[src/sv/scbor_pkg.sv]
// Shared types and constants for the strict CBOR stream parser.
// No dependencies.
`timescale 1ns / 1ps
package scbor_pkg;

   localparam int MaxDepth = 16;
   localparam int DepthW = $clog2(MaxDepth + 1);
   localparam int LevelW = (MaxDepth > 1) ? $clog2(MaxDepth) : 1;

   localparam logic [1:0] PH_HEAD    = 2'd0;
   localparam logic [1:0] PH_ARG     = 2'd1;
   localparam logic [1:0] PH_PAYLOAD = 2'd2;

   localparam logic [1:0] EV_NONE  = 2'd0;
   localparam logic [1:0] EV_HEAD  = 2'd1;
   localparam logic [1:0] EV_BYTE  = 2'd2;
   localparam logic [1:0] EV_ERROR = 2'd3;

   localparam logic [2:0] ERR_NONE     = 3'd0;
   localparam logic [2:0] ERR_TRUNC    = 3'd1;
   localparam logic [2:0] ERR_RESERVED = 3'd2;
   localparam logic [2:0] ERR_TAG      = 3'd3;
   localparam logic [2:0] ERR_SIMPLE   = 3'd4;
   localparam logic [2:0] ERR_TRAILING = 3'd5;
   localparam logic [2:0] ERR_DEEP     = 3'd6;

   typedef enum logic [2:0] {
      ST_IDLE = 3'b001,
      ST_WORK = 3'b010,
      ST_SEND = 3'b100
   } state_type;

   // Controller to datapath.
   typedef struct packed {
      logic load;
      logic step;
      logic send;
   } cmd_type;

   // Datapath to controller.
   typedef struct packed {
      logic item_closes;
   } status_type;

endpackage

[src/sv/scbor_ctrl.sv]
// Controller for the CBOR parser: input capture, pop cascade sequencing, result handoff.
// Depends on scbor_pkg.
`timescale 1ns / 1ps
module scbor_ctrl import scbor_pkg::*; (
   input  logic       clock,
   input  logic       reset,
   input  logic       req_valid,
   output logic       req_ready,
   output logic       rsp_valid,
   input  logic       rsp_ready,
   input  status_type status,
   output cmd_type    cmd
);
   state_type state_ff, state_in;

   // A result stays in the output register until taken; a new byte is loaded
   // in the same cycle the old result leaves.
   assign req_ready = (state_ff == ST_IDLE) || (state_ff == ST_SEND && rsp_ready);
   assign rsp_valid = (state_ff == ST_SEND);

   always_comb begin
      cmd.load = req_valid && req_ready;
      cmd.step = (state_ff == ST_WORK);
      cmd.send = (state_ff == ST_WORK) && !status.item_closes;
      state_in = state_ff;
      case (state_ff)
         ST_IDLE: if (cmd.load) state_in = ST_WORK;
         ST_WORK: if (!status.item_closes) state_in = ST_SEND;
         ST_SEND: begin
            if (rsp_ready) state_in = cmd.load ? ST_WORK : ST_IDLE;
         end
         default: state_in = ST_IDLE;
      endcase
   end

   always_ff @(posedge clock) begin
      if (reset) state_ff <= ST_IDLE;
      else state_ff <= state_in;
   end
endmodule

[src/sv/scbor_dp.sv]
// Datapath for the CBOR parser: head decode, argument accumulation, nesting stack.
// Depends on scbor_pkg.
`timescale 1ns / 1ps
module scbor_dp import scbor_pkg::*; (
   input  logic              clock,
   input  logic              reset,
   input  cmd_type           cmd,
   output status_type        status,
   input  logic [7:0]        req_data_byte,
   input  logic              req_end_of_message,
   output logic [1:0]        rsp_event_kind,
   output logic [2:0]        rsp_major_type,
   output logic [63:0]       rsp_argument_value,
   output logic [7:0]        rsp_payload_byte,
   output logic [4:0]        rsp_nest_level,
   output logic              rsp_message_done,
   output logic              rsp_message_ok,
   output logic [2:0]        rsp_error_code
);
   logic [1:0]        phase_ff, phase_in;
   logic [2:0]        pmaj_ff, pmaj_in;
   logic [3:0]        abytes_ff, abytes_in;
   logic [63:0]       acc_ff, acc_in;
   logic [63:0]       pleft_ff, pleft_in;
   logic [DepthW-1:0] depth_ff, depth_in;
   logic              root_ff, root_in;
   logic [2:0]        err_ff, err_in;
   // Pending completion walking up the stack, one level per cycle.
   logic              closing_ff, closing_in;

   logic [7:0]        byte_ff;
   logic              last_ff;
   logic [4:0]        level_ff;

   logic [63:0] items_mem [MaxDepth];
   logic        ismap_mem [MaxDepth];
   logic        awaits_mem [MaxDepth];

   logic [1:0]  kind_ff, kind_in;
   logic [2:0]  maj_ff, maj_in;
   logic [63:0] arg_ff, arg_in;
   logic [7:0]  pay_ff, pay_in;

   logic [LevelW-1:0] top;
   logic [63:0] top_items;
   logic        top_map, top_aw;
   logic        wr_en;
   logic [LevelW-1:0] wr_idx;
   logic [63:0] wr_items;
   logic        wr_map, wr_aw;

   logic [2:0] m;
   logic [4:0] info;
   logic [63:0] hd_arg;
   logic [2:0]  hd_maj;
   logic        hd_fire;
   logic [2:0]  err_now;
   logic        done_item;
   logic [2:0]  code;

   assign top = LevelW'(depth_ff - DepthW'(1));
   assign top_items = items_mem[top];
   assign top_map = ismap_mem[top];
   assign top_aw = awaits_mem[top];
   assign m = byte_ff[7:5];
   assign info = byte_ff[4:0];

   always_comb begin
      phase_in = phase_ff; pmaj_in = pmaj_ff; abytes_in = abytes_ff;
      acc_in = acc_ff; pleft_in = pleft_ff; depth_in = depth_ff;
      root_in = root_ff; err_in = err_ff; closing_in = 1'b0;
      kind_in = kind_ff; maj_in = maj_ff; arg_in = arg_ff; pay_in = pay_ff;
      wr_en = 1'b0; wr_idx = LevelW'(depth_ff); wr_items = 64'd0;
      wr_map = 1'b0; wr_aw = 1'b0;
      hd_fire = 1'b0; hd_maj = 3'd0; hd_arg = 64'd0; err_now = ERR_NONE;
      done_item = 1'b0;
      if (cmd.step && closing_ff) begin
         // Continue the pop cascade on the current top level.
         done_item = 1'b1;
      end else if (cmd.step) begin
         kind_in = EV_NONE; maj_in = 3'd0; arg_in = 64'd0; pay_in = 8'd0;
         if (err_ff == ERR_NONE) begin
            if (root_ff) begin
               err_now = ERR_TRAILING;
            end else if (phase_ff == PH_PAYLOAD) begin
               kind_in = EV_BYTE;
               pay_in = byte_ff;
               pleft_in = pleft_ff - 64'd1;
               if (pleft_ff == 64'd1) begin
                  phase_in = PH_HEAD;
                  done_item = 1'b1;
               end
            end else if (phase_ff == PH_ARG) begin
               acc_in = {acc_ff[55:0], byte_ff};
               abytes_in = abytes_ff - 4'd1;
               if (abytes_ff == 4'd1) begin
                  hd_fire = 1'b1; hd_maj = pmaj_ff; hd_arg = acc_in;
               end
            end else begin
               if (m == 3'd6) err_now = ERR_TAG;
               else if (info >= 5'd28) err_now = ERR_RESERVED;
               else if (m == 3'd7) begin
                  if (info == 5'd20 || info == 5'd21 || info == 5'd22) begin
                     hd_fire = 1'b1; hd_maj = m; hd_arg = {59'd0, info};
                  end else err_now = ERR_SIMPLE;
               end else if (info < 5'd24) begin
                  hd_fire = 1'b1; hd_maj = m; hd_arg = {59'd0, info};
               end else begin
                  pmaj_in = m;
                  acc_in = 64'd0;
                  abytes_in = 4'd1 << info[1:0];
                  phase_in = PH_ARG;
               end
            end
            if (hd_fire) begin
               phase_in = PH_HEAD;
               if (hd_maj == 3'd2 || hd_maj == 3'd3) begin
                  if (hd_arg != 64'd0) begin
                     pleft_in = hd_arg;
                     phase_in = PH_PAYLOAD;
                  end else done_item = 1'b1;
               end else if (hd_maj == 3'd4 || hd_maj == 3'd5) begin
                  if (hd_arg == 64'd0) done_item = 1'b1;
                  else if (depth_ff >= DepthW'(MaxDepth)) err_now = ERR_DEEP;
                  else begin
                     wr_en = 1'b1; wr_idx = LevelW'(depth_ff);
                     wr_items = hd_arg; wr_map = (hd_maj == 3'd5); wr_aw = 1'b0;
                     depth_in = depth_ff + DepthW'(1);
                  end
               end else done_item = 1'b1;
               if (err_now == ERR_NONE) begin
                  kind_in = EV_HEAD; maj_in = hd_maj; arg_in = hd_arg;
               end
            end
            if (err_now != ERR_NONE) begin
               err_in = err_now;
               kind_in = EV_ERROR; maj_in = 3'd0; arg_in = 64'd0; pay_in = 8'd0;
               done_item = 1'b0;
            end
         end
      end
      if (done_item) begin
         if (depth_ff == DepthW'(0)) root_in = 1'b1;
         else begin
            wr_en = 1'b1; wr_idx = top; wr_map = top_map; wr_items = top_items;
            if (top_map && !top_aw) wr_aw = 1'b1;
            else begin
               wr_aw = 1'b0;
               wr_items = top_items - 64'd1;
               if (top_items == 64'd1) begin
                  depth_in = depth_ff - DepthW'(1);
                  closing_in = 1'b1;
               end
            end
         end
      end
   end

   assign status.item_closes = closing_in;

   always_ff @(posedge clock) begin
      if (wr_en) begin
         items_mem[wr_idx] <= wr_items;
         ismap_mem[wr_idx] <= wr_map;
         awaits_mem[wr_idx] <= wr_aw;
      end
      if (cmd.load) begin
         byte_ff <= req_data_byte;
         last_ff <= req_end_of_message;
         level_ff <= 5'(depth_ff);
      end
      acc_ff <= acc_in;
      pleft_ff <= pleft_in;
      kind_ff <= kind_in;
      maj_ff <= maj_in;
      arg_ff <= arg_in;
      pay_ff <= pay_in;
   end

   // On the last byte, state returns to reset once the result is formed.
   always_ff @(posedge clock) begin
      if (reset) begin
         phase_ff <= PH_HEAD; pmaj_ff <= 3'd0; abytes_ff <= 4'd0;
         depth_ff <= '0; root_ff <= 1'b0; err_ff <= ERR_NONE; closing_ff <= 1'b0;
      end else if (cmd.send && last_ff) begin
         phase_ff <= PH_HEAD; pmaj_ff <= 3'd0; abytes_ff <= 4'd0;
         depth_ff <= '0; root_ff <= 1'b0; err_ff <= ERR_NONE; closing_ff <= 1'b0;
      end else begin
         phase_ff <= phase_in; pmaj_ff <= pmaj_in; abytes_ff <= abytes_in;
         depth_ff <= depth_in; root_ff <= root_in; err_ff <= err_in;
         closing_ff <= closing_in;
      end
   end

   // Verdict registers are captured as the result enters the output register.
   logic       done_ff, ok_ff;
   logic [2:0] code_ff;
   always_comb begin
      code = err_in;
      if (last_ff && code == ERR_NONE && !root_in) code = ERR_TRUNC;
   end
   always_ff @(posedge clock) begin
      if (cmd.send) begin
         done_ff <= last_ff;
         ok_ff <= last_ff && (code == ERR_NONE);
         code_ff <= code;
      end
   end

   assign rsp_event_kind = kind_ff;
   assign rsp_major_type = maj_ff;
   assign rsp_argument_value = arg_ff;
   assign rsp_payload_byte = pay_ff;
   assign rsp_nest_level = level_ff;
   assign rsp_message_done = done_ff;
   assign rsp_message_ok = ok_ff;
   assign rsp_error_code = code_ff;
endmodule

[src/sv/strict_cbor_stream_parser_top.sv]
// Top level of the strict CBOR stream parser: controller plus datapath.
// Depends on scbor_pkg, scbor_ctrl, scbor_dp.
//
//   channel | direction | handshake            | payload
//   req     | in        | req_valid/req_ready  | data_byte, end_of_message
//   rsp     | out       | rsp_valid/rsp_ready  | event, head, payload, verdict
//
// A byte is worked on in ST_WORK, which stays active while container levels close
// with it (the pop cascade walks one stack level per cycle); then the result
// sits in the output register. The next byte is accepted as the result leaves.
// Reset is synchronous; no clearing pass is needed. A stalled rsp holds req.
`timescale 1ns / 1ps
module strict_cbor_stream_parser_top import scbor_pkg::*; (
   input  logic        clock,
   input  logic        reset,
   input  logic        req_valid,
   output logic        req_ready,
   input  logic [7:0]  req_data_byte,
   input  logic        req_end_of_message,
   output logic        rsp_valid,
   input  logic        rsp_ready,
   output logic [1:0]  rsp_event_kind,
   output logic [2:0]  rsp_major_type,
   output logic [63:0] rsp_argument_value,
   output logic [7:0]  rsp_payload_byte,
   output logic [4:0]  rsp_nest_level,
   output logic        rsp_message_done,
   output logic        rsp_message_ok,
   output logic [2:0]  rsp_error_code
);
   cmd_type    cmd;
   status_type status;

   scbor_ctrl u_ctrl (
      .clock, .reset, .req_valid, .req_ready, .rsp_valid, .rsp_ready,
      .status, .cmd
   );

   scbor_dp u_dp (
      .clock, .reset, .cmd, .status, .req_data_byte, .req_end_of_message,
      .rsp_event_kind, .rsp_major_type, .rsp_argument_value, .rsp_payload_byte,
      .rsp_nest_level, .rsp_message_done, .rsp_message_ok, .rsp_error_code
   );

`ifndef SYNTH
   a_ok_clean: assert property (@(posedge clock) disable iff (reset)
      rsp_valid && rsp_message_ok |-> rsp_message_done && rsp_error_code == ERR_NONE)
      else $error("message_ok with error");
   a_no_load_busy: assert property (@(posedge clock) disable iff (reset)
      cmd.step |-> !req_ready)
      else $error("byte accepted while working");
   a_head_fields: assert property (@(posedge clock) disable iff (reset)
      rsp_valid && rsp_event_kind != EV_HEAD |-> rsp_major_type == 3'd0)
      else $error("major type without head");
`endif
endmodule
[config.mk]
export PLATFORM = sky130hd
export DESIGN_NAME = strict_cbor_stream_parser_top
export DESIGN_NICKNAME = d
export VERILOG_FILES = /design/src/sv/scbor_pkg.sv /design/src/sv/scbor_ctrl.sv /design/src/sv/scbor_dp.sv /design/src/sv/strict_cbor_stream_parser_top.sv
export SDC_FILE = /design/constraint.sdc
export NUM_CORES = 2
export LEC_CHECK = 0
export BUFFER_PORTS_ARGS = -buffer_cell sky130_fd_sc_hd__buf_2
export CORE_MARGIN = 8
export CORE_UTILIZATION = 45
export DETAILED_ROUTE_END_ITERATION = 16
export GPL_TIMING_DRIVEN = 0
export HOLD_SLACK_MARGIN = 0.06
export PLACE_DENSITY_LB_ADDON = 0.08
export SYNTH_ARGS = -nofsm -noshare
export SYNTH_HDL_FRONTEND = slang
export SYNTH_SLANG_ARGS = --single-unit
[constraint.sdc]
create_clock -name clock -period 12.3 [get_ports clock]
set_clock_uncertainty 0.2 [all_clocks]
set_input_delay 1.23 -clock clock [delete_from_list [all_inputs] [get_ports clock]]
set_output_delay 1.23 -clock clock [all_outputs]
set_load 0.03 [all_outputs]
Yosys cells after proc, flatten, opt, wreduce, memory -nomap -nowiden

Memory sizes are Yosys's and may differ from the RTL's.
Index checks and enable logic that the tools add are counted.

Bits in registers: 238
Latch bits: 0
RAM bits: 1,056
ROM bits: 0
Output and inout bits: 89
Logic and storage cells: 272
Memories: 3

Add/sub/neg operators: 5
Multipliers: 0
Divide/modulo/power cells: 0
$lt $le $gt $ge: 3
Equal/unequal tests: 31
Shifts and indexed selects: 1
Mux-type cells: 164
Bitwise operators: 11
Reductions and logical operators: 34

Memories:

| name            | words | width | read ports | clocked after Yosys merged registers in | wr ports | line           | text |
|---|---|---|---|---|---|---|---|
| u_dp.items_mem  | 16    | 64    | 1          | 0                                       | 1        | scbor_dp.sv:35 | `logic [63:0] items_mem [MaxDepth];` |
| u_dp.awaits_mem | 16    | 1     | 1          | 0                                       | 1        | scbor_dp.sv:37 | `logic awaits_mem [MaxDepth];` |
| u_dp.ismap_mem  | 16    | 1     | 1          | 0                                       | 1        | scbor_dp.sv:36 | `logic ismap_mem [MaxDepth];` |

Operators by type and width:

| operator              | count |
|---|---|
| $mux 64               | 26 |
| $mux 56               | 5 |
| $eq 64x1->1 const B   | 2 |
| $sub 64x1->64 const B | 2 |
| $mux 3                | 39 |
| $mux 5                | 14 |
| $logic_not 64->1      | 1 |
| $reduce_bool 64->1    | 1 |
| $mux 1                | 55 |
| $mux 2                | 17 |
| $mux 4                | 7 |
| $reduce_and 10->1     | 2 |
| $eq 3x3->1 const B    | 5 |
| $eq 5x5->1 const B    | 3 |
| $ne 3x2->1 const B    | 5 |
| $logic_not 3->1       | 4 |
| $not 1->1             | 11 |
| $ge 5x5->1 const B    | 2 |
| $ne 2x1->1 const B    | 5 |
| $eq 3x2->1 const B    | 3 |
| $logic_and 1x1->1     | 9 |
| $pmux 3 s3            | 1 |
| $reduce_and 9->1      | 1 |
| $reduce_or 4->1       | 2 |
| other kinds (18)      | 27 |

Depth between registers and ports, before layout

Word-level depth: 36
Gate-level depth with buffers: 25
Depth with buffers taken out: 13

Cells and area by module

Synthesis repeated with hierarchy kept, for this count alone.

Cells, all modules: 3,166
Area total of the unflattened synthesis: 54,167.0 µm²

Modules (own cells, without submodules):

| module     | times used | cells an instance | area each (µm²) | sequential area each (µm²) |
|---|---|---|---|---|
| scbor_dp   | 1          | 3,143             | 53,966.8        | 38,577.0 |
| scbor_ctrl | 1          | 23                | 200.2           | 60.1 |

Worst setup path after synthesis

Ideal clock, no wire load.

Path kind: reg-to-reg
Start: register u_ctrl.state_ff[1]
End: memory u_dp.awaits_mem[4], enable pin
Library setup time: 653 ps
Arrival: 11,764 ps
Required time: 11,447 ps
Slack: -317 ps
Stages on the path, launching flop included: 8
Buffers on the path: 0
Cell sequence: dfxtp_1 or3b_2 nor2_1 nand2_1 nor3_1 o211a_1 nor2_1 nor4_1

Longest elaborated chain between the ends: 7
Elaborated cells on any way between the ends: 11
Those cells by class: 1 x eq/ne; 9 x mux; 1 x reduce/logical

Ends and longest elaborated chain:

| what                                        | line                           | text |
|---|---|---|
| from (decl)                                 | scbor_ctrl.sv:14               | `state_type state_ff, state_in;` |
| from (signal assigned)                      | scbor_ctrl.sv:38               | `else state_ff <= state_in;` |
| $eq 3x2->1 *                                | scbor_ctrl.sv:23               | `cmd.step = (state_ff == ST_WORK);` |
| $mux 1 or $logic_and 1x1->1 (tied branches) | scbor_dp.sv:80, scbor_dp.sv:77 |  |
| $mux 1                                      | scbor_dp.sv:77                 | `if (cmd.step && closing_ff) begin` |
| $mux 1                                      | scbor_dp.sv:143                | `if (depth_ff == DepthW'(0)) root_in = 1'b1;` |
| $mux 1                                      | scbor_dp.sv:142                | `if (done_item) begin` |
| $mux 1                                      | scbor_dp.sv:162                | `if (wr_en) begin` |
| $mux 1 (not written as such)                | scbor_dp.sv:165                | `awaits_mem[wr_idx] <= wr_aw;` |
| to (decl)                                   | scbor_dp.sv:37                 |  |

Every way passes the cells marked *; elsewhere a longest branch is shown, timed or not.

Worst setup path in the final report

Start: register u_dp.depth_ff[0]
End: memory u_dp.items_mem[9][54] (data pin)

Longest elaborated chain between the ends: 19
Elaborated cells on any way between the ends: 37
Those cells by class: 2 x add/sub; 1 x order compare; 27 x mux; 4 x reduce/logical; 3 x memory

Ends and longest elaborated chain:

| what                                                                   | line            | text |
|---|---|---|
| from (decl)                                                            | scbor_dp.sv:25  | `logic [DepthW-1:0] depth_ff, depth_in;` |
| from (signal assigned)                                                 | scbor_dp.sv:190 | `depth_ff <= depth_in; root_ff <= root_in; err_ff <= err_in;` |
| parallel branches: the longest is 18 deep, another holds $mem_v2 16x64 | -               |  |
| $mux 64 *                                                              | scbor_dp.sv:142 |  |
| via u_dp.wr_items[54]                                                  | scbor_dp.sv:49  | `logic [63:0] wr_items;` |
| to (decl)                                                              | scbor_dp.sv:35  |  |

Mark *: on every way through the listed nets, which the timed path passes. The select of a mux whose other input is x is not followed.

==> flow_summary.html <==
<table>
<tr><th>Metric</th><th>Value</th></tr>
<tr><th colspan="2">Status</th></tr>
<tr><td>Status</td><td>complete, no violations</td></tr>
<tr><th colspan="2">Critical path</th></tr>
<tr><td>Cell depth of the worst flop-to-flop path</td><td>24</td></tr>
<tr><td>Biggest fanout along the worst timing path</td><td>16</td></tr>
<tr><td>Required time reported for the critical path endpoint</td><td>12470 ps</td></tr>
<tr><td>Reg-to-Reg End</td><td>u_dp.items_mem[9][54]</td></tr>
<tr><td>Setup slack, reg-to-reg</td><td>2130 ps</td></tr>
<tr><td>Critical path data arrival time</td><td>10340 ps</td></tr>
<tr><td>Startpoint of the worst register-to-register path</td><td>u_dp.depth_ff[0]</td></tr>
<tr><td>CP Launch Type</td><td>register</td></tr>
<tr><td>Endpoint class of the critical path</td><td>register</td></tr>
<tr><td>Kind of critical path</td><td>reg2reg</td></tr>
<tr><th colspan="2">Pwr</th></tr>
<tr><td>Combinational share of power</td><td>1.7%</td></tr>
<tr><td>Worst vdd ir</td><td>0.137 mV</td></tr>
<tr><td>Sw Pwr</td><td>1.84 mW</td></tr>
<tr><td>Internal power</td><td>7.25 mW</td></tr>
<tr><td>Switch share</td><td>20.3%</td></tr>
<tr><td>Clock network power share</td><td>45.6%</td></tr>
<tr><td>Leakage power total</td><td>18.1 nW</td></tr>
<tr><td>Power per Cell Area</td><td>144 nW/um^2</td></tr>
<tr><td>Sequential power share</td><td>52.8%</td></tr>
<tr><td>Pwr Total</td><td>9.09 mW</td></tr>
<tr><th colspan="2">Finish</th></tr>
<tr><td>Multi-input gate area</td><td>14900 um^2</td></tr>
<tr><td>Most frequent cells in the layout</td><td>edfxtp_1, nand2_1, mux4_2, mux2i_1, nor2_1</td></tr>
<tr><td>Commonest non-fill, non-tap cell in the layout</td><td>edfxtp_1</td></tr>
<tr><td>FILL cells</td><td>9769</td></tr>
<tr><td>Layout area overhead</td><td>16.7%</td></tr>
<tr><td>Storage element area</td><td>38600 um^2</td></tr>
<tr><td>Fraction of final layout cells sized beyond drive strength 1</td><td>22.3%</td></tr>
<tr><td>Final net count</td><td>3635</td></tr>
<tr><th colspan="2">Yosys</th></tr>
<tr><td>Number of flops mapped to enable cells by yosys</td><td>1272</td></tr>
<tr><td>Ys flop type</td><td>edfxtp_1</td></tr>
<tr><td>Mapped cell area</td><td>54300 um^2</td></tr>
<tr><td>Share of synthesized area occupied by flip-flops and latches</td><td>71.1%</td></tr>
<tr><td>Syn. warnings</td><td>0</td></tr>
<tr><td>Number of synthesized register bits</td><td>1294</td></tr>
<tr><td>Average cell area after synthesis</td><td>16.8 um^2</td></tr>
<tr><td>Gate count of the mapped netlist</td><td>3235</td></tr>
<tr><td>Proportion of synthesized flip-flops having asynchronous set or reset</td><td>0%</td></tr>
<tr><td>Net count of the mapped netlist</td><td>3256</td></tr>
<tr><td>Count of distinct cell types in the synthesized netlist</td><td>85</td></tr>
<tr><th colspan="2">Clock tree</th></tr>
<tr><td>Post-CTS Setup Inserts</td><td>0</td></tr>
<tr><td>Total of cells resized after clock tree synthesis</td><td>0</td></tr>
<tr><td>H-tree levels</td><td>4</td></tr>
<tr><td>Root Buffer Master</td><td>clkbuf_16</td></tr>
<tr><td>Number of clock sinks seen by CTS</td><td>1294</td></tr>
<tr><td>Clk Latency, worst-skew pair</td><td>770 ps</td></tr>
<tr><td>Clock tree buffer depth</td><td>3</td></tr>
<tr><td>Clock transition at the registers of the reported paths</td><td>60 ps</td></tr>
<tr><td>Number of hold-repair buffers added at the cts stage</td><td>0</td></tr>
<tr><td>Number of buffers inserted during clock tree synthesis</td><td>141</td></tr>
<tr><td>Clock tree from TritonCTS</td><td>done</td></tr>
<tr><th colspan="2">Route</th></tr>
<tr><td>Via-per-instance ratio</td><td>6.12</td></tr>
<tr><td>Number of DRC violations after detailed-routing iteration 0</td><td>3789</td></tr>
<tr><td>Remaining antenna violation count</td><td>0</td></tr>
<tr><td>Aggregate routed wire length</td><td>172000 um</td></tr>
<tr><td>Number of search-and-repair iterations in the first detailed-routing pass</td><td>8</td></tr>
<tr><td>Post-DR wirelength/cell</td><td>32.3 um</td></tr>
<tr><td>Number of vias in the routed layout</td><td>32612</td></tr>
<tr><td>Final routed DRC violation total</td><td>0</td></tr>
<tr><th colspan="2">Global route</th></tr>
<tr><td>Global-route wire length before repair</td><td>242000 um</td></tr>
<tr><td>Number of global-route vias before repair</td><td>32519</td></tr>
<tr><td>Maximum number of pins on one net before global-route repair</td><td>42</td></tr>
<tr><td>Remaining Overflow, GRT</td><td>0</td></tr>
<tr><td>Antenna violations before repair</td><td>4</td></tr>
<tr><td>Total routing usage reported by global routing</td><td>25.7%</td></tr>
<tr><th colspan="2">STA</th></tr>
<tr><td>Setup total negative slack</td><td>0 ps</td></tr>
<tr><td>Maximum operating frequency</td><td>0.0984 GHz</td></tr>
<tr><td>RSZ-0062 raised after global routing</td><td>false</td></tr>
<tr><td>Hold Violations, Final</td><td>0</td></tr>
<tr><td>Rel. slew slack</td><td>4.46%</td></tr>
<tr><td>Final-report max-slew violation count</td><td>0</td></tr>
<tr><td>Period utilisation layout</td><td>82.7%</td></tr>
<tr><td>Setup violations, final</td><td>0</td></tr>
<tr><td>Final critical path time including I/O delays and setup</td><td>10170 ps</td></tr>
<tr><td>Worst-Margin Slew</td><td>1430 ps</td></tr>
<tr><th colspan="2">Placement</th></tr>
<tr><td>Count of input and output buffers</td><td>101</td></tr>
<tr><td>Sum of net half-perimeters after detailed placement</td><td>123000 um</td></tr>
<tr><td>Final weighted congestion of routability-driven global placement</td><td>0.934</td></tr>
<tr><th colspan="2">Floorplan</th></tr>
<tr><td>Boundary Pins</td><td>102</td></tr>
<tr><td>Count of standard-cell rows</td><td>127</td></tr>
<tr><td>Floorplan die width</td><td>363 um</td></tr>
<tr><td>Effective utilization at floorplan</td><td>45.3%</td></tr>
<tr><td>Vertical die dimension</td><td>363 um</td></tr>
<tr><td>Area of the core region</td><td>120000 um^2</td></tr>
<tr><td>Floorplan die area</td><td>132000 um^2</td></tr>
<tr><th colspan="2">Hold path</th></tr>
<tr><td>Launch point of the worst hold path</td><td>u_dp.depth_ff[0]</td></tr>
<tr><td>End point of the most critical hold path</td><td>u_dp.rsp_nest_level[0]</td></tr>
<tr><td>Min-Delay Path Depth</td><td>0</td></tr>
<tr><td>Hold/Removal Path Class</td><td>reg2reg</td></tr>
<tr><th colspan="2">Flow run</th></tr>
<tr><td># Max-Cap Violations</td><td>0</td></tr>
</table>
## layout make-up
| class | count | area share (%) |
|---|---|---|
| Clock inverter | 69 | 1.02 |
| Sequential cell | 1294 | 61.0 |
| Tap cell | 1612 | 3.18 |
| Buffer | 181 | 1.55 |
| Clock buffer | 177 | 6.02 |
| Multi-Input combinational cell | 1736 | 23.6 |
| Timing Repair Buffer | 236 | 3.55 |
| Antenna cell | 4 | 0.0158 |
| Inverter | 24 | 0.142 |
## critical path, stage by stage (launching register included)
cell,delay [ps]
dfxtp_1,370
buf_6,150
buf_8,170
buf_8,190
buf_6,210
inv_1,220
buf_2,350
ha_1,320
xnor2_1,810
buf_6,330
buf_2,470
buf_2,530
buf_1,760
mux2i_1,330
mux2i_1,390
inv_1,260
ha_1,180
a21boi_1,440
and4_1,260
clkbuf_1,490
nor2b_1,280
clkbuf_1,580
nand4b_1,220
xnor2_1,170
o22ai_1,980
## registers in the layout (all words and copies together), names as in the netlist, 2 cells and up
name                     flops
u_dp.rsp_major_type          3
u_dp.awaits_mem             16
u_dp.pleft_ff               64
u_dp.rsp_argument_value     64
u_dp.err_ff                  3
u_dp.depth_ff                5
u_dp.acc_ff                 56
u_dp.abytes_ff               4
u_dp.byte_ff                 8
u_dp.rsp_error_code          3
u_dp.ismap_mem              16
u_dp.items_mem            1024
u_dp.pmaj_ff                 3
u_dp.phase_ff                2
u_ctrl.state_ff              3
u_dp.rsp_payload_byte        8
u_dp.rsp_nest_level          5
u_dp.rsp_event_kind          2
## stage by stage
| step | setup slack [ps] | hold slack [ps] | utilization (%) | cell area [um^2] | cells |
|---|---|---|---|---|---|
| 2_1_floorplan | 1090 | 255 | - | 54300 | 3235 |
| 3_3_place_gp | -9310 | 286 | 47.5 | 56900 | 4948 |
| 5_1_grt | 1940 | 315 | 52.9 | 63400 | 5329 |
| 3_5_place_dp | 1950 | 284 | 49.0 | 58700 | 5078 |
| 6_report | 2130 | 300 | 52.9 | 63400 | 5333 |
| 4_1_cts | 1880 | 302 | 52.7 | 63200 | 5324 |
## synth_stat cells (all sizes together) (8+ instances only)
master	n	area, um^2
nor3b	38	285
nand2	281	1060
a31oi	19	119
nor2	171	642
xnor2	51	465
or3	24	150
o21ai	74	370
a32oi	16	140
xor2	66	578
dfxtp	22	440
nor2b	10	62.6
mux2i	184	1840
nor4	54	378
and2	71	444
edfxtp	1272	38200
or2	11	68.8
clkbuf	81	304
o211ai	9	67.6
a22oi	8	60.1
mux2	12	135
ha	8	100
o22ai	59	369
nor3	64	342
a21oi	65	325
nand2b	11	68.8
inv	24	90.1
and3	13	81.3
nand4	24	163
nand3b	14	105
nand3	58	290
mux4	223	5020
or4	15	113
buf	100	676
## power by group through the flow
stage | clock [mW] | sequential [mW] | combinational [mW]
after floorplan | 0 | 4.90 | 0.0842
after global placement | 0 | 4.89 | 0.146
after detailed placement | 0 | 4.89 | 0.151
after CTS | 4.20 | 4.80 | 0.151
after global routing | 4.36 | 4.80 | 0.162
final | 4.14 | 4.80 | 0.151
## worst max path at each step
stage                       startpoint                     end  slack (ps)  depth (start not counted)
finish                u_dp.depth_ff[0]   u_dp.items_mem[9][54]        2130                         24
floorplan           u_ctrl.state_ff[1]      u_dp.awaits_mem[0]        1090                          8
CTS                   u_dp.depth_ff[0]  u_dp.items_mem[13][32]        1880                         24
global placement    u_ctrl.state_ff[1]   u_dp.items_mem[2][24]       -9310                          8
detailed placement    u_dp.depth_ff[0]   u_dp.items_mem[3][32]        1950                         24
global route          u_dp.depth_ff[0]   u_dp.items_mem[8][54]        1940                         24
## kinds of logic (layout without fill, tap and decap cells)
logic type / Yosys count / in the layout / synth area share, %
buf+inv: 205 / 687 / 1.97
other cells: 0 / 4 / 0
simple gates: 881 / 881 / 8.21
compound gates: 310 / 310 / 3.66
xor+xnor: 117 / 117 / 1.92
fa+ha+maj: 9 / 9 / 0.203
mux: 419 / 419 / 12.9
flops: 1294 / 1294 / 71.1
## metal layers
| metal | global-route usage [%] | part of all wire, % |
|---|---|---|
| met1 | 35.2 | 41 |
| met5 | 0 | 0.0058 |
| met4 | 9.04 | 3.7 |
| met3 | 4.68 | 8.1 |
| met2 | 41.4 | 47 |
Power figures use the tool's default switching activity.
